[src/hw/rtl/cip_pkg.sv]
// shared constants and types for the complex integer power block
package cip_pkg;

   // word format
   localparam int WORD_W    = 32;
   localparam int FRAC_BITS = 16;
   localparam int PROD_W    = 2 * WORD_W;
   localparam int ACC_W     = PROD_W + 2;

   // exponent
   localparam int EXP_IN_W = 8;
   localparam int EXP_BITS = 8;
   localparam int IDX_W    = (EXP_BITS > 2) ? $clog2(EXP_BITS) : 1;

   // result status codes
   localparam int STATUS_W = 2;
   localparam logic [STATUS_W-1:0] STATUS_OK  = 2'd0;
   localparam logic [STATUS_W-1:0] STATUS_ERR = 2'd1;
   localparam logic [STATUS_W-1:0] STATUS_SAT = 2'd2;

   // request to the complex multiplier
   typedef struct packed {
      logic                     start;
      logic signed [WORD_W-1:0] a_re;
      logic signed [WORD_W-1:0] a_im;
      logic signed [WORD_W-1:0] b_re;
      logic signed [WORD_W-1:0] b_im;
   } cmul_req_type;

   // answer from the complex multiplier
   typedef struct packed {
      logic                     done;
      logic                     sat;
      logic signed [WORD_W-1:0] re;
      logic signed [WORD_W-1:0] im;
   } cmul_rsp_type;

endpackage

[src/hw/rtl/complex_integer_power.sv]
// complex integer power: top level sequencer around the shared complex multiplier
//
// Raises a signed Q16.16 complex base to a power of 1 to 255 by left-to-right
// square-and-multiply. Every complex multiply runs on one 32x32 multiplier in
// the cip_cmul unit; a squaring also passes through the check state. An
// exponent whose top set bit is at position t with m further set bits needs t
// squarings and m multiplies. A result still waiting in the output register
// holds the final check. Exponent one returns the base without a multiply,
// exponent zero returns zero with the error status. Each product is rounded to
// nearest (ties up) and saturated; any saturation along the way gives the
// saturated status.
// The block takes one word at a time; a finished result waits in the output
// register while the next word is already accepted.
module complex_integer_power
   import cip_pkg::*;
(
   input  logic                       clock,
   input  logic                       reset,
   input  logic                       req_valid,
   output logic                       req_ready,
   input  logic signed [WORD_W-1:0]   req_real_in,
   input  logic signed [WORD_W-1:0]   req_imag_in,
   input  logic [EXP_IN_W-1:0]        req_exponent,
   output logic                       rsp_valid,
   input  logic                       rsp_ready,
   output logic signed [WORD_W-1:0]   rsp_real_out,
   output logic signed [WORD_W-1:0]   rsp_imag_out,
   output logic [STATUS_W-1:0]        rsp_status
);

   typedef enum logic [1:0] {
      ST_IDLE,
      ST_CHECK,
      ST_SQ_WAIT,
      ST_MUL_WAIT
   } state_type;

   state_type                state_ff;
   logic signed [WORD_W-1:0] br_ff, bi_ff, ar_ff, ai_ff;
   logic [EXP_BITS-1:0]      n_ff;
   logic [IDX_W-1:0]         idx_ff;
   logic                     zero_ff;
   logic                     sat_ff;
   logic                     start_ff;
   logic                     use_base_ff;
   logic                     rsp_valid_ff;
   logic signed [WORD_W-1:0] rsp_re_ff, rsp_im_ff;
   logic [STATUS_W-1:0]      rsp_status_ff;

   logic [EXP_BITS-1:0]      n_in;
   logic [IDX_W-1:0]         top_in;
   logic [IDX_W-1:0]         idx_m1;
   logic                     out_free;
   logic                     rsp_load;
   cmul_req_type             cmul_req;
   cmul_rsp_type             cmul_rsp;

   // position of the highest set exponent bit
   function automatic logic [IDX_W-1:0] top_bit(input logic [EXP_BITS-1:0] n);
      logic [IDX_W-1:0] pos;
      pos = '0;
      for (int i = 0; i < EXP_BITS; i++) begin
         if (n[i]) begin
            pos = IDX_W'(i);
         end
      end
      return pos;
   endfunction

   assign n_in     = EXP_BITS'(req_exponent);
   assign top_in   = top_bit(n_in);
   assign idx_m1   = idx_ff - IDX_W'(1);
   assign out_free = !rsp_valid_ff || rsp_ready;
   assign rsp_load = (state_ff == ST_CHECK) && (idx_ff == '0) && out_free;

   // shared complex multiplier
   assign cmul_req.start = start_ff;
   assign cmul_req.a_re  = ar_ff;
   assign cmul_req.a_im  = ai_ff;
   assign cmul_req.b_re  = use_base_ff ? br_ff : ar_ff;
   assign cmul_req.b_im  = use_base_ff ? bi_ff : ai_ff;

   cip_cmul u_cmul (
      .clock (clock),
      .reset (reset),
      .req   (cmul_req),
      .rsp   (cmul_rsp)
   );

   // exponent sequencer and output register
   always_ff @(posedge clock) begin
      if (reset) begin
         state_ff     <= ST_IDLE;
         start_ff     <= 1'b0;
         rsp_valid_ff <= 1'b0;
      end else begin
         start_ff <= 1'b0;
         // a new result replaces one leaving in the same cycle
         if (rsp_load) begin
            rsp_valid_ff <= 1'b1;
         end else if (rsp_valid_ff && rsp_ready) begin
            rsp_valid_ff <= 1'b0;
         end
         unique case (state_ff)
            ST_IDLE: begin
               if (req_valid) begin
                  br_ff    <= req_real_in;
                  bi_ff    <= req_imag_in;
                  ar_ff    <= req_real_in;
                  ai_ff    <= req_imag_in;
                  n_ff     <= n_in;
                  idx_ff   <= top_in;
                  zero_ff  <= (n_in == '0);
                  sat_ff   <= 1'b0;
                  state_ff <= ST_CHECK;
               end
            end
            ST_CHECK: begin
               if (idx_ff == '0) begin
                  if (out_free) begin
                     if (zero_ff) begin
                        rsp_re_ff     <= '0;
                        rsp_im_ff     <= '0;
                        rsp_status_ff <= STATUS_ERR;
                     end else begin
                        rsp_re_ff     <= ar_ff;
                        rsp_im_ff     <= ai_ff;
                        rsp_status_ff <= sat_ff ? STATUS_SAT : STATUS_OK;
                     end
                     state_ff <= ST_IDLE;
                  end
               end else begin
                  start_ff    <= 1'b1;
                  use_base_ff <= 1'b0;
                  state_ff    <= ST_SQ_WAIT;
               end
            end
            ST_SQ_WAIT: begin
               if (cmul_rsp.done) begin
                  ar_ff  <= cmul_rsp.re;
                  ai_ff  <= cmul_rsp.im;
                  sat_ff <= sat_ff | cmul_rsp.sat;
                  if (n_ff[idx_m1]) begin
                     start_ff    <= 1'b1;
                     use_base_ff <= 1'b1;
                     state_ff    <= ST_MUL_WAIT;
                  end else begin
                     idx_ff   <= idx_m1;
                     state_ff <= ST_CHECK;
                  end
               end
            end
            ST_MUL_WAIT: begin
               if (cmul_rsp.done) begin
                  ar_ff    <= cmul_rsp.re;
                  ai_ff    <= cmul_rsp.im;
                  sat_ff   <= sat_ff | cmul_rsp.sat;
                  idx_ff   <= idx_m1;
                  state_ff <= ST_CHECK;
               end
            end
            default: state_ff <= ST_IDLE;
         endcase
      end
   end

   assign req_ready    = (state_ff == ST_IDLE);
   assign rsp_valid    = rsp_valid_ff;
   assign rsp_real_out = rsp_re_ff;
   assign rsp_imag_out = rsp_im_ff;
   assign rsp_status   = rsp_status_ff;

   // multiplier finishes only while the sequencer waits for it
   a_done_in_wait: assert property (@(posedge clock) disable iff (reset)
      cmul_rsp.done |-> (state_ff == ST_SQ_WAIT || state_ff == ST_MUL_WAIT))
      else $error("multiplier done outside a wait state");

   // a multiply is launched only on entry to a wait state
   a_start_in_wait: assert property (@(posedge clock) disable iff (reset)
      start_ff |-> (state_ff == ST_SQ_WAIT || state_ff == ST_MUL_WAIT))
      else $error("multiplier started outside a wait state");

   // rejected exponent always carries a zero result
   a_err_zero: assert property (@(posedge clock) disable iff (reset)
      (rsp_valid && rsp_status == STATUS_ERR) |-> (rsp_real_out == '0 && rsp_imag_out == '0))
      else $error("error status with nonzero result");

endmodule

[src/hw/rtl/cip_cmul.sv]
// complex multiplier on one shared 32x32 multiplier, rounded and saturated
module cip_cmul
   import cip_pkg::*;
(
   input  logic         clock,
   input  logic         reset,
   input  cmul_req_type req,
   output cmul_rsp_type rsp
);

   localparam logic signed [ACC_W-1:0] HALF    = ACC_W'(1) <<< (FRAC_BITS - 1);
   localparam logic signed [ACC_W-1:0] MAX_ACC = ACC_W'({1'b0, {(WORD_W-1){1'b1}}});
   localparam logic signed [ACC_W-1:0] MIN_ACC = -(ACC_W'(1) <<< (WORD_W - 1));
   localparam logic signed [WORD_W-1:0] MAX_W  = {1'b0, {(WORD_W-1){1'b1}}};
   localparam logic signed [WORD_W-1:0] MIN_W  = {1'b1, {(WORD_W-1){1'b0}}};

   logic                     busy_ff;
   logic [2:0]               cnt_ff;
   logic signed [WORD_W-1:0] a_re_ff, a_im_ff, b_re_ff, b_im_ff;
   logic signed [PROD_W-1:0] prod_ff;
   logic signed [ACC_W-1:0]  acc_ff;
   logic signed [WORD_W-1:0] re_ff, im_ff;
   logic                     sat_ff;
   logic                     done_ff;

   logic signed [WORD_W-1:0] mul_x, mul_y;
   logic signed [PROD_W-1:0] prod_in;
   logic signed [ACC_W-1:0]  prod_ext;
   logic signed [ACC_W-1:0]  rnd_sum, rnd_shift;
   logic                     rnd_hi, rnd_lo;
   logic signed [WORD_W-1:0] rnd_word;

   // operand pair per step: ac, bd, ad, bc
   always_comb begin
      unique case (cnt_ff)
         3'd1: begin
            mul_x = a_im_ff;
            mul_y = b_im_ff;
         end
         3'd2: begin
            mul_x = a_re_ff;
            mul_y = b_im_ff;
         end
         3'd3: begin
            mul_x = a_im_ff;
            mul_y = b_re_ff;
         end
         default: begin
            mul_x = a_re_ff;
            mul_y = b_re_ff;
         end
      endcase
   end

   assign prod_in  = mul_x * mul_y;
   assign prod_ext = {{(ACC_W-PROD_W){prod_ff[PROD_W-1]}}, prod_ff};

   // round half up to the word format and clamp
   assign rnd_sum   = acc_ff + HALF;
   assign rnd_shift = rnd_sum >>> FRAC_BITS;
   assign rnd_hi    = rnd_shift > MAX_ACC;
   assign rnd_lo    = rnd_shift < MIN_ACC;

   always_comb begin
      priority if (rnd_hi) begin
         rnd_word = MAX_W;
      end else if (rnd_lo) begin
         rnd_word = MIN_W;
      end else begin
         rnd_word = rnd_shift[WORD_W-1:0];
      end
   end

   // step sequencer
   always_ff @(posedge clock) begin
      if (reset) begin
         busy_ff <= 1'b0;
         cnt_ff  <= 3'd0;
         done_ff <= 1'b0;
      end else begin
         done_ff <= 1'b0;
         if (!busy_ff) begin
            if (req.start) begin
               busy_ff <= 1'b1;
               cnt_ff  <= 3'd0;
            end
         end else begin
            cnt_ff <= cnt_ff + 3'd1;
            if (cnt_ff == 3'd5) begin
               busy_ff <= 1'b0;
               done_ff <= 1'b1;
            end
         end
      end
   end

   // datapath
   always_ff @(posedge clock) begin
      if (!busy_ff && req.start) begin
         a_re_ff <= req.a_re;
         a_im_ff <= req.a_im;
         b_re_ff <= req.b_re;
         b_im_ff <= req.b_im;
         sat_ff  <= 1'b0;
      end
      if (busy_ff) begin
         prod_ff <= prod_in;
         unique case (cnt_ff)
            3'd1: acc_ff <= prod_ext;
            3'd2: acc_ff <= acc_ff - prod_ext;
            3'd3: begin
               re_ff  <= rnd_word;
               sat_ff <= rnd_hi | rnd_lo;
               acc_ff <= prod_ext;
            end
            3'd4: acc_ff <= acc_ff + prod_ext;
            3'd5: begin
               im_ff  <= rnd_word;
               sat_ff <= sat_ff | rnd_hi | rnd_lo;
            end
            default: ;
         endcase
      end
   end

   assign rsp.done = done_ff;
   assign rsp.sat  = sat_ff;
   assign rsp.re   = re_ff;
   assign rsp.im   = im_ff;

endmodule
[config.mk]
export PLATFORM = sky130hd
export DESIGN_NAME = complex_integer_power
export DESIGN_NICKNAME = d
export VERILOG_FILES = /design/src/hw/rtl/cip_pkg.sv /design/src/hw/rtl/complex_integer_power.sv /design/src/hw/rtl/cip_cmul.sv
export SDC_FILE = /design/constraint.sdc
export NUM_CORES = 2
export LEC_CHECK = 0
export BUFFER_PORTS_ARGS = -buffer_cell sky130_fd_sc_hd__buf_2
export CAP_MARGIN = 20
export CORE_ASPECT_RATIO = 0.8
export CORE_MARGIN = 2
export CORE_UTILIZATION = 30
export CTS_BUF_LIST = sky130_fd_sc_hd__clkbuf_4
export CTS_CLUSTER_DIAMETER = 100
export DETAILED_ROUTE_END_ITERATION = 8
export MAX_ROUTING_LAYER = met4
export PLACE_DENSITY = 0.42
export SYNTH_ARGS = -nofsm -noshare
export SYNTH_HDL_FRONTEND = slang
export SYNTH_SLANG_ARGS = --single-unit
[constraint.sdc]
create_clock -name clock -period 12 [get_ports clock]
set_input_delay 1.2 -clock clock [delete_from_list [all_inputs] [get_ports clock]]
set_output_delay 1.2 -clock clock [all_outputs]
set_load 0.02 [all_outputs]
Word level (Yosys, flattened, before mapping)
Index checks and enable logic that the tools add are counted.
{"block": "totals", "register_bits": 540, "wordCells": 144}
{"block": "op_classes", "n_addsub": 5, "mul": 1, "magnitude_cmp": 3, "eq_ne": 16, "n_mux": 57, "bitwise_logic": 6, "reduce_logical": 29}
{"op": "$mux 32", "count": 10}
{"op": "$pmux 66 s3", "count": 1}
{"op": "$pmux 32 s2", "count": 2}
{"op": "$add 66x17->66 const B", "count": 1}
{"op": "$add 66x64->66", "count": 1}
{"op": "$sub 66x64->66", "count": 1}
{"op": "$mul 32x32->64", "count": 1}
{"op": "$gt 50x32->1 const B", "count": 1}
{"op": "$lt 50x32->1 const B", "count": 1}
{"op": "$mux 3", "count": 12}
{"op": "$mux 1", "count": 18}
{"op": "$mux 2", "count": 7}
{"op": "$reduce_and 4->1", "count": 3}
{"op": "$pmux 3 s3", "count": 1}
{"op": "$logic_not 8->1", "count": 1}
{"op": "$ne 2x2->1 const B", "count": 4}
{"op": "$pmux 1 s2", "count": 4}
{"op": "$pmux 2 s4", "count": 1}
{"op": "$reduce_bool 2->1", "count": 4}
{"op": "$reduce_or 2->1", "count": 4}
{"op": "$eq 3x2->1 const B", "count": 2}
{"op": "$eq 3x3->1 const B", "count": 2}
{"op": "$ne 2x1->1 const B", "count": 3}
{"op": "$reduce_and 2->1", "count": 3}
{"op": "other kinds (19)", "count": 29}

Logic depth before layout (Yosys ltp)
{"block": "depth", "word_depth": 9, "depth_mapped": 39, "ltp_nobuf": 35}

Hierarchy
Synthesis repeated with hierarchy kept, for this count alone.
{"block": "hier_totals", "hier_cells": 6163, "hier_area_um2": 62134.6}
{"module": "cip_cmul", "n_inst": 1, "cells_per_inst": 5541, "area_per_inst_um2": 53411.2, "seq_area_each_um2": 9789.4}
{"module": "complex_integer_power", "n_inst": 1, "cells_per_inst": 622, "area_per_inst_um2": 8723.4, "seq_area_each_um2": 6326.1}

Least setup slack after synthesis
No wires, ideal clock.
{"block": "synth_path", "path_kind": "flip-flop to flip-flop", "startpoint": "register u_cmul.cnt_ff[0]", "endpoint": "register u_cmul.prod_ff[62] (data pin)", "setup_time_ns": 0.255, "arrival_time_ns": 9.381, "slack_ns": 2.364, "path_stages_with_launch": 34, "path_buffers": 4, "path_cell_list": "dfxtp_1 -> ha_1 -> ha_1 -> a21o_1 -> clkbuf_1 -> clkbuf_1 -> mux2i_1 -> clkbuf_1 -> nor2_1 -> fa_1 -> inv_1 -> fa_1 -> fa_1 -> inv_1 -> fa_1 -> inv_1 -> fa_1 -> inv_1 -> fa_1 -> inv_1 -> fa_1 -> inv_1 -> fa_1 -> ha_1 -> clkbuf_1 -> and3_1 -> and3_1 -> and3_1 -> a31oi_1 -> o21ai_1 -> a32oi_1 -> o21ai_1 -> or4b_1 -> and3_1"}
{"block": "synth_via", "elab_chain_cells": 4}
{"element": "from (decl)", "line_no": "cip_cmul.sv:18", "source": "logic [2:0] cnt_ff;"}
{"element": "from (signal assigned)", "line_no": "cip_cmul.sv:88", "source": "cnt_ff <= cnt_ff + 3'd1;"}
{"element": "$eq 3x1->1 or $eq 3x2->1 (tied branches)", "line_no": "cip_cmul.sv:35", "source": "unique case (cnt_ff)"}
{"element": "$reduce_or 2->1 (no line)"}
{"element": "$mux 32", "line_no": "cip_cmul.sv:35"}
{"element": "$mul 32x32->64 (*)", "line_no": "cip_cmul.sv:55", "source": "assign prod_in = mul_x * mul_y;"}
{"element": "via u_cmul.prod_in[62]", "line_no": "cip_cmul.sv:27", "source": "logic signed [PROD_W-1:0] prod_in;"}
{"element": "to (signal assigned)", "line_no": "cip_cmul.sv:107", "source": "prod_ff <= prod_in;"}
{"element": "to (decl)", "line_no": "cip_cmul.sv:20", "source": "logic signed [PROD_W-1:0] prod_ff;"}
The timed path passes the listed nets; every way through them passes the cells marked *.
A chain may end at the register's enable or synchronous reset.

Worst setup path in the final report
{"block": "layout_path", "startpoint": "register u_cmul.cnt_ff[1]", "endpoint": "register u_cmul.prod_ff[62] (data pin)"}
Same word-level chain as after synthesis.

==> key figures <==
Place
  • Detailed placement HPWL: roughly 190000 µm
  • GP Congestion: 0.9583
  • Placement-stage worst setup slack: roughly 1.3 ns
  • Number of input and output port buffers inserted: around 140

Routing
  • Total wire length: 232300 µm
  • Routed vias: ~45k
  • Detailed-route wire length per cell: 25.47 µm
  • Vias/cell: just under 5
  • Total iterations of the first detailed-routing run: 6
  • Number of remaining DRC errors: 0
  • DR iter-0 viols: approximately 3.4k
  • ANT nets after route: 0

Worst setup path
  • Startpoint Class: flip-flop
  • Flop2flop setup slack: between 1 and 1.5 ns
  • Data required time of the critical path: roughly 13 ns
  • Maximum fanout count along the critical path: 42
  • Setup CP Type: flip-flop to flip-flop
  • Worst path slowest cell: sky130_fd_sc_hd__inv_1
  • Cell mode on critical path: sky130_fd_sc_hd__fa_1
  • Worst-case reg-to-reg path depth: 29
  • Reg2reg end: u_cmul.prod_ff[62]
  • CP max stage delay: between 0.6 and 0.7 ns
  • Arrival time worst endpoint: 11.69 ns
  • Critical path endpoint category: flip-flop
  • Launch instance of the worst register-to-register path: u_cmul.cnt_ff[1]

Global route
  • Antenna violations before repair: 12
  • Number of global-route vias before repair: 46.52k
  • First-pass GRT wire length: about 340000 µm
  • Maximum number of pins on one net before global-route repair: 74
  • Total grt overflow: 0
  • All-Layer GR Usage: 0.2299

Clock network
  • Clock tree from TritonCTS: yes
  • Hold buffers post-CTS: 0
  • Setup fix buffers added after clock tree synthesis: 0
  • Count of cells resized by post-cts repair: 0
  • Number of sinks on the clock net: 540
  • Clock latency on the worst-skew pair: 1.12 ns
  • Num CTS Buffers: between 100 and 150
  • Clk root buf: sky130_fd_sc_hd__clkbuf_4
  • Clock transition at the registers of the reported paths: roughly 0.070 ns
  • Max Root-Sink Buffers: 3
  • H-tree depth: 4

Timing
  • Highest clock frequency the design can meet: ~92 MHz
  • Sum Neg Setup Slack: 0 ns
  • Max-slew violation count: 0
  • Final worst clock skew: between 0.1 and 0.15 ns
  • Worst Setup Slack, final: 1.185 ns
  • Setup repair after global routing missed its margin: false
  • Crit path time final: 10.82 ns
  • Period utilisation layout: 0.9013
  • Slew at the pin closest to its max-slew limit: between 1 and 1.5 ns
  • Final hold violations: 0
  • Worst slew margin relative to its limit: 0.1725
  • # setup viols final: 0

Synth
  • Number of instances in the synthesized netlist: approximately 6k
  • Mean Syn Cell Area: 10.14 µm²
  • Synth Cell Area: ~62000 µm²
  • Largest area contributor in the netlist: sky130_fd_sc_hd__fa_1
  • Most area-consuming cells after synthesis: sky130_fd_sc_hd__fa_1 35%, sky130_fd_sc_hd__edfxtp_1 26%, sky130_fd_sc_hd__inv_1 6.1%
  • Most common flop cell mapped by yosys: sky130_fd_sc_hd__edfxtp_1
  • Distinct cells, synth: 93
  • Most frequent cells after synthesis: 1083 x sky130_fd_sc_hd__fa_1, 998 x sky130_fd_sc_hd__inv_1, 951 x sky130_fd_sc_hd__nand2_1
  • Share of the synthesized area in the top cell type: 0.3505
  • Count leader, synth: sky130_fd_sc_hd__fa_1
  • Count of yosys warnings during synthesis: 0
  • Synthesis-stage register bit count: 540
  • Async set-reset flop share out of synthesis: 0
  • Number of enable-type register cells in the synthesized netlist: 530
  • Net count of the mapped netlist: about 7.5k
  • Sequential area share after synthesis: 0.2605

Die
  • Core ar.: 205600 µm²
  • Height of the die: about 410 µm
  • Die Width: 511.7 µm
  • Number of top-level pins: between 100 and 150
  • Die footprint: between 200000 and 250000 µm²
  • Cell Rows: roughly 150
  • Effective utilization at floorplan: 0.3008

Layout
  • Final nets: between 7k and 8k
  • Fraction of layout cells with a size suffix above 1: 0.1175
  • Core utilization of the finished layout: 0.3335
  • Area Growth Syn to Fin: 10.87%

Run status
  • Result of the run: complete, no violations

Min path
  • Class of the worst hold path: input pin to flip-flop
  • Source of the worst hold timing path: req_imag_in[27]
  • Hold EP: bi_ff[27]
  • Depth of the worst hold-timing path: 1

Job
  • Maximum Capacitance Violations: 0
layout by cell type (no fill, tap or decap), drive strengths merged, types with 177 or more instances in the layout:
master  netlist  final
edfxtp      530    530
buf          23    310
o21ai       177    177
a21oi       183    183
nand2       953    953
fa         1083   1083
nor2        667    667
clkbuf      236    190
inv         998   1010
ha          263    263
flip-flops by register name, indices dropped and copies added (netlist names), 8 cells and up:
name / count
u_cmul.re_ff: 32
u_cmul.a_im_ff: 32
n_ff: 8
bi_ff: 32
u_cmul.acc_ff: 66
rsp_imag_out: 32
u_cmul.a_re_ff: 32
u_cmul.b_im_ff: 32
ai_ff: 32
br_ff: 32
u_cmul.b_re_ff: 32
u_cmul.im_ff: 32
u_cmul.prod_ff: 64
ar_ff: 32
rsp_real_out: 32
cell families (layout without fill, tap and decap cells):
kind of cell | after synthesis | count (layout) | share of synthesized area
flip-flops | 540 | 540 | 0.2605
AO/OA/AOI/OAI | 594 | 594 | 0.06056
adder cells (fa/ha/maj) | 1346 | 1346 | 0.4037
XOR/XNOR | 232 | 232 | 0.03309
multiplexers | 159 | 159 | 0.02801
AND/OR/NAND/NOR | 1973 | 1973 | 0.1365
other | 0 | 14 | 0
buffers and inverters | 1258 | 1548 | 0.07761
final cells by class:
type,instances,area [µm²]
Fill cell,21170,137000
Clock inverter,49,366.6
Antenna cell,14,35.03
Inverter,999,3750
Timing Repair Buffer,310,2066
Tap cell,2718,3401
Clock buffer,190,1426
Sequential cell,540,16120
Multi-Input combinational cell,4304,41420
worst max path at each step:
stage	startpoint	slack [ns]	end	cells after the start
2_1_floorplan	u_cmul.cnt_ff[0]	2.36	u_cmul.prod_ff[62]	33
3_3_place_gp	u_cmul.cnt_ff[1]	1.18	u_cmul.prod_ff[62]	31
3_5_place_dp	u_cmul.cnt_ff[0]	1.30	u_cmul.prod_ff[62]	30
4_1_cts	u_cmul.cnt_ff[1]	1.29	u_cmul.prod_ff[63]	26
5_1_grt	u_cmul.cnt_ff[0]	0.78	u_cmul.prod_ff[63]	31
6_report	u_cmul.cnt_ff[1]	1.18	u_cmul.prod_ff[62]	29
critical path: cells and delay by family (launching register included):
kind | cells | cell delay [ns]
compound gates | 8 | 2.35
fa+ha+maj | 10 | 4.72
buf+inv | 7 | 1.70
flops | 1 | 0.35
mux | 1 | 0.59
simple gates | 3 | 0.74
per-layer routing:
layer,GRT usage,vias up,part of all wire
met5,-,-,0
met4,0.04500,0,0.020
met3,0.03924,226,0.064
met2,0.3440,1411,0.45
met1,0.3276,23460,0.47
li1,-,19730,-
per-stage QoR:
stage          cells  hold WS (ns)  area, µm²
3_5_place_dp    8870        0.4709      66740
2_1_floorplan   6102        0.4374      61860
4_1_cts         9109        0.1306      68530
3_3_place_gp    8865        0.4731      66670
6_report        9124        0.2815      68580
5_1_grt         9115        0.1537      68560
Power is left out: the tool's default activity adds up to more than one toggle a clock period on the data nets, which glitch-free logic cannot reach.
